[config.mk]
export PLATFORM = sky130hd
export DESIGN_NAME = override_sensor_qualifier_flat
export DESIGN_NICKNAME = d
export VERILOG_FILES = /design/src/design/osq_pkg.sv /design/src/design/osq_in_if.sv /design/src/design/osq_out_if.sv /design/src/design/osq_core.sv /design/src/design/override_sensor_qualifier.sv /design/src/flat_wrapper.sv
export SDC_FILE = /design/constraint.sdc
export NUM_CORES = 1
export LEC_CHECK = 0
export BUFFER_PORTS_ARGS = -buffer_cell sky130_fd_sc_hd__buf_2
export CORE_ASPECT_RATIO = 1.5
export CORE_UTILIZATION = 53
export CTS_CLUSTER_DIAMETER = 100
export CTS_CLUSTER_SIZE = 40
export DETAILED_ROUTE_END_ITERATION = 10
export PLACE_DENSITY = 0.76
export SETUP_SLACK_MARGIN = 0.02
export SYNTH_ARGS = -nofsm -noshare
export SYNTH_HDL_FRONTEND = slang
export SYNTH_HIERARCHICAL = 1
export SYNTH_SLANG_ARGS = --single-unit
export TNS_END_PERCENT = 5
[constraint.sdc]
create_clock -name clk -period 17.9 [get_ports clk]
set_input_delay 1.79 -clock clk [delete_from_list [all_inputs] [get_ports clk]]
set_output_delay 1.79 -clock clk [all_outputs]
set_load 0.02 [all_outputs]
[src/design/osq_pkg.sv]
// ----------------------------------------------------------------------------
// osq_pkg
// shared types, register indexes and the switch level decoder for the
// override sensor qualifier
// ----------------------------------------------------------------------------
package osq_pkg;

  localparam int unsigned TIME_W   = 32;
  localparam int unsigned MV_W     = 12;
  localparam int unsigned HOLD_W   = 16;
  localparam int unsigned CFG_IDX_W  = 2;
  localparam int unsigned CFG_DATA_W = 16;

  // register indexes on the config port
  localparam logic [CFG_IDX_W-1:0] CFG_PEDAL_THRESHOLD = 2'd0;
  localparam logic [CFG_IDX_W-1:0] CFG_REARM_HOLD      = 2'd1;
  localparam logic [CFG_IDX_W-1:0] CFG_SWITCH_DEBOUNCE = 2'd2;

  // register reset values
  localparam logic [MV_W-1:0]   THRESHOLD_RST = 12'd500;
  localparam logic [HOLD_W-1:0] REARM_RST     = 16'd500;
  localparam logic [HOLD_W-1:0] DEBOUNCE_RST  = 16'd50;

  typedef enum logic [1:0] {
    SW_NEUTRAL = 2'd0,
    SW_FORWARD = 2'd1,
    SW_REVERSE = 2'd2,
    SW_INVALID = 2'd3
  } sw_state_t;

  typedef struct packed {
    logic [TIME_W-1:0] now_ms;
    logic [MV_W-1:0]   pedal_volt;
    logic              dir_level;
    logic              rev_level;
  } in_word_t;

  typedef struct packed {
    logic              pedal_pressed;
    logic              pedal_rearmed;
    logic [1:0]        switch_state;
    logic [1:0]        switch_state_raw;
    logic              dir_on;
    logic              rev_on;
  } out_word_t;

  typedef struct packed {
    logic [MV_W-1:0]   pedal_threshold_mv;
    logic [HOLD_W-1:0] rearm_hold_ms;
    logic [HOLD_W-1:0] switch_debounce_ms;
  } cfg_t;

  // active flags to switch state
  function automatic sw_state_t decode_levels(input logic d_act, input logic r_act);
    sw_state_t st;
    case ({d_act, r_act})
      2'b10:   st = SW_FORWARD;
      2'b11:   st = SW_REVERSE;
      2'b00:   st = SW_NEUTRAL;
      default: st = SW_INVALID;
    endcase
    return st;
  endfunction

endpackage

[src/design/osq_in_if.sv]
// ----------------------------------------------------------------------------
// osq_in_if
// sensor sample channel: valid/ready handshake with the sample fields
// ----------------------------------------------------------------------------
interface osq_in_if
  import osq_pkg::*;
();
  logic              valid;
  logic              ready;
  logic [TIME_W-1:0] now_ms;
  logic [MV_W-1:0]   pedal_volt;
  logic              dir_level;
  logic              rev_level;

  modport source (output valid, output now_ms, output pedal_volt, output dir_level,
                  output rev_level, input ready);
  modport sink   (input valid, input now_ms, input pedal_volt, input dir_level,
                  input rev_level, output ready);
endinterface

[src/design/osq_out_if.sv]
// ----------------------------------------------------------------------------
// osq_out_if
// qualified status channel: valid/ready handshake with the status fields
// ----------------------------------------------------------------------------
interface osq_out_if;
  logic       valid;
  logic       ready;
  logic       pedal_pressed;
  logic       pedal_rearmed;
  logic [1:0] switch_state;
  logic [1:0] switch_state_raw;
  logic       dir_on;
  logic       rev_on;

  modport source (output valid, output pedal_pressed, output pedal_rearmed,
                  output switch_state, output switch_state_raw, output dir_on,
                  output rev_on, input ready);
  modport sink   (input valid, input pedal_pressed, input pedal_rearmed,
                  input switch_state, input switch_state_raw, input dir_on,
                  input rev_on, output ready);
endinterface

[src/design/osq_core.sv]
// ----------------------------------------------------------------------------
// osq_core
// pedal re-arm timer and switch debouncer; state advances on en
// ----------------------------------------------------------------------------
module osq_core
  import osq_pkg::*;
(
  input  logic      clk,
  input  logic      rst_n,
  input  logic      en,
  input  in_word_t  item,
  input  cfg_t      cfg,
  output out_word_t res
);

  logic              seeded_r;
  logic              pedal_was_pressed_r, pedal_was_pressed_nxt;
  logic              release_timing_r, release_timing_nxt;
  logic [TIME_W-1:0] release_start_ms_r, release_start_ms_nxt;
  sw_state_t         stable_state_r, stable_state_nxt;
  sw_state_t         pending_state_r, pending_state_nxt;
  logic              debouncing_r, debouncing_nxt;
  logic [TIME_W-1:0] change_start_ms_r, change_start_ms_nxt;

  logic              d_act, r_act, pressed;
  sw_state_t         raw;
  // seeded views of the state
  logic              pwp_s, rt_s, deb_s;
  logic [TIME_W-1:0] rs_s;
  sw_state_t         stable_s, pending_s;
  logic              rt_mid;
  logic [TIME_W-1:0] rs_mid;
  logic [TIME_W-1:0] release_age, change_age;

  always_comb begin
    d_act   = ~item.dir_level;
    r_act   = ~item.rev_level;
    raw     = decode_levels(d_act, r_act);
    pressed = item.pedal_volt >= cfg.pedal_threshold_mv;

    // first word after reset seeds the state
    stable_s  = seeded_r ? stable_state_r     : raw;
    pending_s = seeded_r ? pending_state_r    : raw;
    deb_s     = seeded_r & debouncing_r;
    pwp_s     = seeded_r ? pedal_was_pressed_r : pressed;
    rt_s      = seeded_r & release_timing_r;
    rs_s      = seeded_r ? release_start_ms_r : '0;

    // pedal re-arm
    rt_mid = rt_s;
    rs_mid = rs_s;
    if (!pressed && pwp_s && !rt_s) begin
      rt_mid = 1'b1;
      rs_mid = item.now_ms;
    end
    release_age           = item.now_ms - rs_mid;
    release_start_ms_nxt  = rs_mid;
    if (pressed) begin
      pedal_was_pressed_nxt = 1'b1;
      release_timing_nxt    = 1'b0;
    end else if (rt_mid && (release_age >= {{(TIME_W-HOLD_W){1'b0}}, cfg.rearm_hold_ms})) begin
      pedal_was_pressed_nxt = 1'b0;
      release_timing_nxt    = 1'b0;
    end else begin
      pedal_was_pressed_nxt = pwp_s;
      release_timing_nxt    = rt_mid;
    end

    // switch debounce
    change_age          = item.now_ms - change_start_ms_r;
    stable_state_nxt    = stable_s;
    pending_state_nxt   = pending_s;
    debouncing_nxt      = deb_s;
    change_start_ms_nxt = change_start_ms_r;
    if (raw != stable_s) begin
      if (!deb_s || (raw != pending_s)) begin
        pending_state_nxt   = raw;
        change_start_ms_nxt = item.now_ms;
        debouncing_nxt      = 1'b1;
      end else if (change_age >= {{(TIME_W-HOLD_W){1'b0}}, cfg.switch_debounce_ms}) begin
        stable_state_nxt = pending_s;
        debouncing_nxt   = 1'b0;
      end
    end else begin
      debouncing_nxt = 1'b0;
    end

    res.pedal_pressed    = pressed;
    res.pedal_rearmed    = ~pressed & ~pedal_was_pressed_nxt;
    res.switch_state     = stable_state_nxt;
    res.switch_state_raw = raw;
    res.dir_on           = d_act;
    res.rev_on           = r_act;
  end

  always_ff @(posedge clk) begin
    if (!rst_n) begin
      seeded_r            <= 1'b0;
      pedal_was_pressed_r <= 1'b0;
      release_timing_r    <= 1'b0;
      release_start_ms_r  <= '0;
      stable_state_r      <= SW_NEUTRAL;
      pending_state_r     <= SW_NEUTRAL;
      debouncing_r        <= 1'b0;
      change_start_ms_r   <= '0;
    end else if (en) begin
      seeded_r            <= 1'b1;
      pedal_was_pressed_r <= pedal_was_pressed_nxt;
      release_timing_r    <= release_timing_nxt;
      release_start_ms_r  <= release_start_ms_nxt;
      stable_state_r      <= stable_state_nxt;
      pending_state_r     <= pending_state_nxt;
      debouncing_r        <= debouncing_nxt;
      change_start_ms_r   <= change_start_ms_nxt;
    end
  end

`ifndef SYNTHESIS
  a_seed_after_word: assert property (@(posedge clk) disable iff (!rst_n)
    en |=> seeded_r)
    else $error("state not seeded after first word");

  a_release_needs_press: assert property (@(posedge clk) disable iff (!rst_n)
    release_timing_r |-> pedal_was_pressed_r)
    else $error("re-arm timer running without a press");

  a_pending_differs: assert property (@(posedge clk) disable iff (!rst_n)
    debouncing_r |-> (pending_state_r != stable_state_r))
    else $error("debounce target equals stable state");

  a_press_latched: assert property (@(posedge clk) disable iff (!rst_n)
    (en && pressed) |=> (pedal_was_pressed_r && !release_timing_r))
    else $error("press not latched");
`endif

endmodule

[src/design/override_sensor_qualifier.sv]
// ----------------------------------------------------------------------------
// override_sensor_qualifier
// qualifies pedal and direction switch samples for the override path
// ----------------------------------------------------------------------------
// path: input register, then core update into the output register once it is free
// throughput: one word per cycle while the sink stays ready; the whole update is one
//   pass from the input register through the re-arm timer and debouncer compares
//   into the output register
// reset: rst_n is synchronous; registers return to 500 mV, 500 ms and 50 ms,
//   and the first word after reset seeds the switch state and pressed flag
module override_sensor_qualifier
  import osq_pkg::*;
(
  input  logic                  clk,
  input  logic                  rst_n,
  osq_in_if.sink                in_word,
  osq_out_if.source             out_word,
  input  logic                  cfg_we,
  input  logic [CFG_IDX_W-1:0]  cfg_idx,
  input  logic [CFG_DATA_W-1:0] cfg_wdata
);

  // config registers
  cfg_t      cfg_r;

  // input register stage
  logic      in_valid_r;
  in_word_t  in_data_r;

  // result register stage
  logic      out_valid_r;
  out_word_t out_data_r;

  out_word_t core_res;
  logic      advance;   // input stage word moves into the result register
  logic      in_fire;

  // the result register frees when the sink takes the word or it is empty
  assign advance       = in_valid_r & (~out_valid_r | out_word.ready);
  assign in_word.ready = ~in_valid_r | advance;
  assign in_fire       = in_word.valid & in_word.ready;

  // register writes, index past the last one is dropped
  always_ff @(posedge clk) begin
    if (!rst_n) begin
      cfg_r.pedal_threshold_mv <= THRESHOLD_RST;
      cfg_r.rearm_hold_ms      <= REARM_RST;
      cfg_r.switch_debounce_ms <= DEBOUNCE_RST;
    end else if (cfg_we) begin
      case (cfg_idx)
        CFG_PEDAL_THRESHOLD: cfg_r.pedal_threshold_mv <= cfg_wdata[MV_W-1:0];
        CFG_REARM_HOLD:      cfg_r.rearm_hold_ms      <= cfg_wdata[HOLD_W-1:0];
        CFG_SWITCH_DEBOUNCE: cfg_r.switch_debounce_ms <= cfg_wdata[HOLD_W-1:0];
        default: ;
      endcase
    end
  end

  // input stage control
  always_ff @(posedge clk) begin
    if (!rst_n) begin
      in_valid_r <= 1'b0;
    end else if (in_word.ready) begin
      in_valid_r <= in_word.valid;
    end
  end

  // input stage payload
  always_ff @(posedge clk) begin
    if (in_fire) begin
      in_data_r.now_ms     <= in_word.now_ms;
      in_data_r.pedal_volt <= in_word.pedal_volt;
      in_data_r.dir_level  <= in_word.dir_level;
      in_data_r.rev_level  <= in_word.rev_level;
    end
  end

  // timer and debounce state update
  osq_core u_core (
    .clk   (clk),
    .rst_n (rst_n),
    .en    (advance),
    .item  (in_data_r),
    .cfg   (cfg_r),
    .res   (core_res)
  );

  // result stage control
  always_ff @(posedge clk) begin
    if (!rst_n) begin
      out_valid_r <= 1'b0;
    end else if (advance) begin
      out_valid_r <= 1'b1;
    end else if (out_word.ready) begin
      out_valid_r <= 1'b0;
    end
  end

  // result stage payload
  always_ff @(posedge clk) begin
    if (advance) begin
      out_data_r <= core_res;
    end
  end

  assign out_word.valid            = out_valid_r;
  assign out_word.pedal_pressed    = out_data_r.pedal_pressed;
  assign out_word.pedal_rearmed    = out_data_r.pedal_rearmed;
  assign out_word.switch_state     = out_data_r.switch_state;
  assign out_word.switch_state_raw = out_data_r.switch_state_raw;
  assign out_word.dir_on           = out_data_r.dir_on;
  assign out_word.rev_on           = out_data_r.rev_on;

`ifndef SYNTHESIS
  a_no_drop: assert property (@(posedge clk) disable iff (!rst_n)
    (in_valid_r && !advance) |=> in_valid_r)
    else $error("input stage word lost");

  a_stall_holds_stage: assert property (@(posedge clk) disable iff (!rst_n)
    (in_valid_r && !advance) |=> $stable(in_data_r))
    else $error("input stage word changed while stalled");

  a_rearm_not_pressed: assert property (@(posedge clk) disable iff (!rst_n)
    out_valid_r |-> !(out_data_r.pedal_rearmed && out_data_r.pedal_pressed))
    else $error("re-armed while pressed");
`endif

endmodule

[src/flat_wrapper.sv]
// flat-port wrapper written by rule: the top's interface ports become plain ports
module override_sensor_qualifier_flat import osq_pkg::*;
  (clk, rst_n, cfg_we, cfg_idx, cfg_wdata, in_word_valid, in_word_now_ms, in_word_pedal_volt, in_word_dir_level, in_word_rev_level, in_word_ready, out_word_valid, out_word_pedal_pressed, out_word_pedal_rearmed, out_word_switch_state, out_word_switch_state_raw, out_word_dir_on, out_word_rev_on, out_word_ready);
  osq_in_if in_word_i ();
  osq_out_if out_word_i ();
  input  logic clk;
  input  logic rst_n;
  input  logic cfg_we;
  input  logic [CFG_IDX_W-1:0] cfg_idx;
  input  logic [CFG_DATA_W-1:0] cfg_wdata;
  input wire logic [$bits(in_word_i.valid)-1:0] in_word_valid;
  input wire logic [$bits(in_word_i.now_ms)-1:0] in_word_now_ms;
  input wire logic [$bits(in_word_i.pedal_volt)-1:0] in_word_pedal_volt;
  input wire logic [$bits(in_word_i.dir_level)-1:0] in_word_dir_level;
  input wire logic [$bits(in_word_i.rev_level)-1:0] in_word_rev_level;
  output wire logic [$bits(in_word_i.ready)-1:0] in_word_ready;
  output wire logic [$bits(out_word_i.valid)-1:0] out_word_valid;
  output wire logic [$bits(out_word_i.pedal_pressed)-1:0] out_word_pedal_pressed;
  output wire logic [$bits(out_word_i.pedal_rearmed)-1:0] out_word_pedal_rearmed;
  output wire logic [$bits(out_word_i.switch_state)-1:0] out_word_switch_state;
  output wire logic [$bits(out_word_i.switch_state_raw)-1:0] out_word_switch_state_raw;
  output wire logic [$bits(out_word_i.dir_on)-1:0] out_word_dir_on;
  output wire logic [$bits(out_word_i.rev_on)-1:0] out_word_rev_on;
  input wire logic [$bits(out_word_i.ready)-1:0] out_word_ready;
  assign in_word_i.valid = in_word_valid;
  assign in_word_i.now_ms = in_word_now_ms;
  assign in_word_i.pedal_volt = in_word_pedal_volt;
  assign in_word_i.dir_level = in_word_dir_level;
  assign in_word_i.rev_level = in_word_rev_level;
  assign in_word_ready = in_word_i.ready;
  assign out_word_valid = out_word_i.valid;
  assign out_word_pedal_pressed = out_word_i.pedal_pressed;
  assign out_word_pedal_rearmed = out_word_i.pedal_rearmed;
  assign out_word_switch_state = out_word_i.switch_state;
  assign out_word_switch_state_raw = out_word_i.switch_state_raw;
  assign out_word_dir_on = out_word_i.dir_on;
  assign out_word_rev_on = out_word_i.rev_on;
  assign out_word_i.ready = out_word_ready;
  override_sensor_qualifier u_core (.clk(clk), .rst_n(rst_n), .in_word(in_word_i), .out_word(out_word_i), .cfg_we(cfg_we), .cfg_idx(cfg_idx), .cfg_wdata(cfg_wdata));
endmodule
==> reports/results.ini <==
[detailed_routing]
routed_wire_length_per_instance_um=18.3
route.detailed.drc=0
postRouteAntennaNets=0
via_count=10700
drt_pre_antenna_iters=7
postRouteWirelength_um=32100
post_drt_via_cell_ratio=6.10
detail_route.iter0.violations=804

[hold_path]
worst_hold_path_class=flop to flop
hp-start=u_core/cfg_r[43]

[power_and_ir_drop]
total_power_mw=1.01
pd_cells_nw_per_um2=76.9
p_leak_nw=5.50
peakVddDrop_mv=0.0693

[clock_network]
cts_setup_buffers=0
cts_tree=yes
post_cts_clock_slew_at_the_launch_and_capture_registers_of_the_worst_setup_and_hold_paths_ns=0.07
htree_num_levels=4
total_of_cells_resized_after_clock_tree_synthesis=0
clock_latency_ns=0.44
cts-hold-fix-buffers=0
cts-buffers-inserted=17
cts_max_path_buffers=2
clock_sink_count=172
cts_root_buf=clkbuf_16

[die]
initial_core_utilization_pct=54.2
die_x_um=126
row_count=67
io_pins=79
core-area_um2=22500
die_h_um=188
design.die.area_um2=23600

[yosys]
synth_area_um2=12200
yosysWarnings=6
nets_in_the_synthesized_netlist=1614
synthDistinctLibCells=98
synth_edf_count=54
synthesis.instances=1438
ys.flop_type=dfxtp_1
postSynthAreaPerCell_um2=8.46
synth_top_family_by_area=compound AO/OA/AOI/OAI gates
synth_compound_gate_area_share_pct=22.7
muxShareOfSynthArea_pct=4.39
synth-adder-area-share_pct=11.2
yosys.area_share.xor_xnor_pct=2.95
synth-async-reset-ratio_pct=0
ys_ff_latch=172
synth.yosys.seq_area_share_pct=32.7
synth_simple_gate_area_share_pct=19.5

[sta]
final.setup.tns_ns=0
relSlewSlack_pct=33.5
rsz0062_at_grt=false
hold_violations=0
layout_worst_path_cycle_share_pct=37.3
timing.clock.skew_ns=0.0139
final_max_slew_viol_count=0
final_critical_path_setup_slack_ns=11.22
timing.fmax_mhz=150
timing.final.crit_period_ns=6.68
tightestPinTransition_ns=0.998
final-setup-viol-count=0

[critical_path]
critPathMostFrequentCell=nand2_1
critical_path_arrival_ns=6.87
crit_path_start=u_core/in_data_r[13]
worst_r2r_startpoint=u_core/in_data_r[13]
timing.critical_path.fanout_max=41
worst_path_largest_cell_delay_ns=0.52
crit_buf_inv=0
critical_path_endpoint_category=flop
critical_path.slowest_cell=and2_2
path_delay_family=simple AND/OR/NAND/NOR gates
worst-endpoint-required_ns=18.09
timing.critical_path.from_type=flop
worst-setup-path-type=flop to flop

[placement]
io_buffer_count=78
post-dp-hpwl_um=24000
finalWeightedCongestion=0.934
dp_slack_ns=11.35

[global_route]
grt_antenna_before_repair=0
grt-ovfl-total=0
maximum_number_of_pins_on_one_net_before_global_route_repair=93
grt_first_pass_wirelength_um=51900
first_global_vias=10300
gr-usage-all-layers_pct=27.7

[cells_and_area]
layout-area-overhead-vs-synth_pct=8.25
nNetsFinal=1641
diodes=0
drive_gt1_share_pct=10.2

[run_status]
outcome=finished clean

[flow_run]
cap_violations=0

final cells by class:
class	instances	area (um2)
repair buffers	87	460
inverters	103	387
multi-input cells	1084	7410
flip-flops and latches	172	3980
well taps	276	345
clock inverters	12	110
clock buffers	20	478
fillers	2061	9300
tightest hold or removal path, stage by stage, from the launching register on:
cell,delay (ns)
dfxtp_1,0.31
nand2_1,0.05
mux2i_1,0.05
logic make-up (layout without fill, tap and decap cells):
group | count (synthesis) | after routing
muxes | 53 | 53
buffers and inverters | 182 | 222
AOI/OAI and AO/OA | 399 | 399
adders and majority gates | 108 | 108
DFF | 172 | 172
xor gates and xnor gates | 41 | 41
and+or+nand+nor | 483 | 483
cells in the final DEF (no fill, tap or decap), drive strengths merged, types with 4 or more instances in the layout:
master,netlist,final
and3,32,32
a311oi,6,6
nand3b,7,7
inv,103,114
nor3b,6,6
a21boi,36,36
o211a,27,27
o21a,20,20
o31ai,6,6
nor2,62,62
a21oi,117,117
xnor2,22,22
dfxtp,118,118
a211oi,16,16
a2111oi,7,7
nor2b,42,42
nand2,221,221
or4,4,4
xor2,19,19
ha,105,105
and2,10,10
a32oi,6,6
a31oi,13,13
nand3,17,17
edfxtp,54,54
or3,5,5
o211ai,9,9
o22ai,5,5
nand4,15,15
nor3,24,24
o21ai,55,55
a21o,21,21
nand2b,10,10
buf,25,87
mux2i,50,50
o2111ai,7,7
o21bai,8,8
nor4,10,10
clkbuf,54,20
state kept, by name, summed over array words and instances (netlist names):
| register | cells |
|---|---|
| u_core/out_word.pedal_pressed | 1 |
| u_core/u_core/change_start_ms_r | 32 |
| u_core/u_core/release_timing_r | 1 |
| u_core/out_word.pedal_rearmed | 1 |
| u_core/out_word.dir_on | 1 |
| u_core/u_core/debouncing_r | 1 |
| u_core/in_valid_r | 1 |
| u_core/out_word.rev_on | 1 |
| u_core/u_core/pending_state_r | 2 |
| u_core/out_word.switch_state | 2 |
| u_core/u_core/stable_state_r | 2 |
| u_core/u_core/seeded_r | 1 |
| u_core/out_word.switch_state_raw | 2 |
| u_core/in_data_r | 46 |
| u_core/out_word.valid | 1 |
| u_core/cfg_r | 44 |
| u_core/u_core/pedal_was_pressed_r | 1 |
| u_core/u_core/release_start_ms_r | 32 |
final timing paths:
kind	end	cells past startpoint	slack (ns)
max reg2reg	u_core/out_word.pedal_rearmed	30	11.22
min reg2reg	u_core/cfg_r[43]	2	0.46
min	u_core/cfg_r[43]	2	0.46
max	u_core/out_word.pedal_rearmed	30	11.22
Yosys cell counts (all sizes together), types with 15 or more instances:
cell type / number / area share [%]
ha: 105 / 11
nor2b: 42 / 2.2
dfxtp: 118 / 19
mux2i: 50 / 4.1
xnor2: 22 / 1.6
buf: 25 / 1.5
nor2: 62 / 1.9
a211oi: 16 / 1.1
xor2: 19 / 1.4
a21o: 21 / 1.3
a21oi: 117 / 4.9
o21ai: 55 / 2.3
o211a: 27 / 2.2
nand2: 221 / 6.9
nor3: 24 / 0.99
and3: 32 / 1.7
a21boi: 36 / 2.2
edfxtp: 54 / 13
clkbuf: 54 / 1.9
nand3: 17 / 0.70
inv: 103 / 3.2
o21a: 20 / 1.2
nand4: 15 / 0.82
where the power goes:
group	switching [mW]	internal, mW	total, mW
Sequential	0.0154	0.420	0.436
Clock	0.172	0.199	0.372
Combinational	0.123	0.0825	0.206
through the flow:
stage               hold slack [ns]  std cells  util [%]  area [um2]
floorplan                     0.435       1438         -       12200
global placement              0.444       1722      56.0       12600
detailed placement            0.453       1722      56.0       12600
CTS                           0.464       1754      58.6       13200
global route                  0.472       1754      58.6       13200
finish                        0.460       1754      58.6       13200
routing by layer:
layer  up-vias  wire length [um]  global-route usage [%]
met1      5072             13000                    31.3
met5         -                 0                       0
li1       5216                 -                       -
met4         0              1600                    15.8
met3        83              1190                    3.11
met2       325             16300                    50.1
Power figures use the tool's default switching activity.
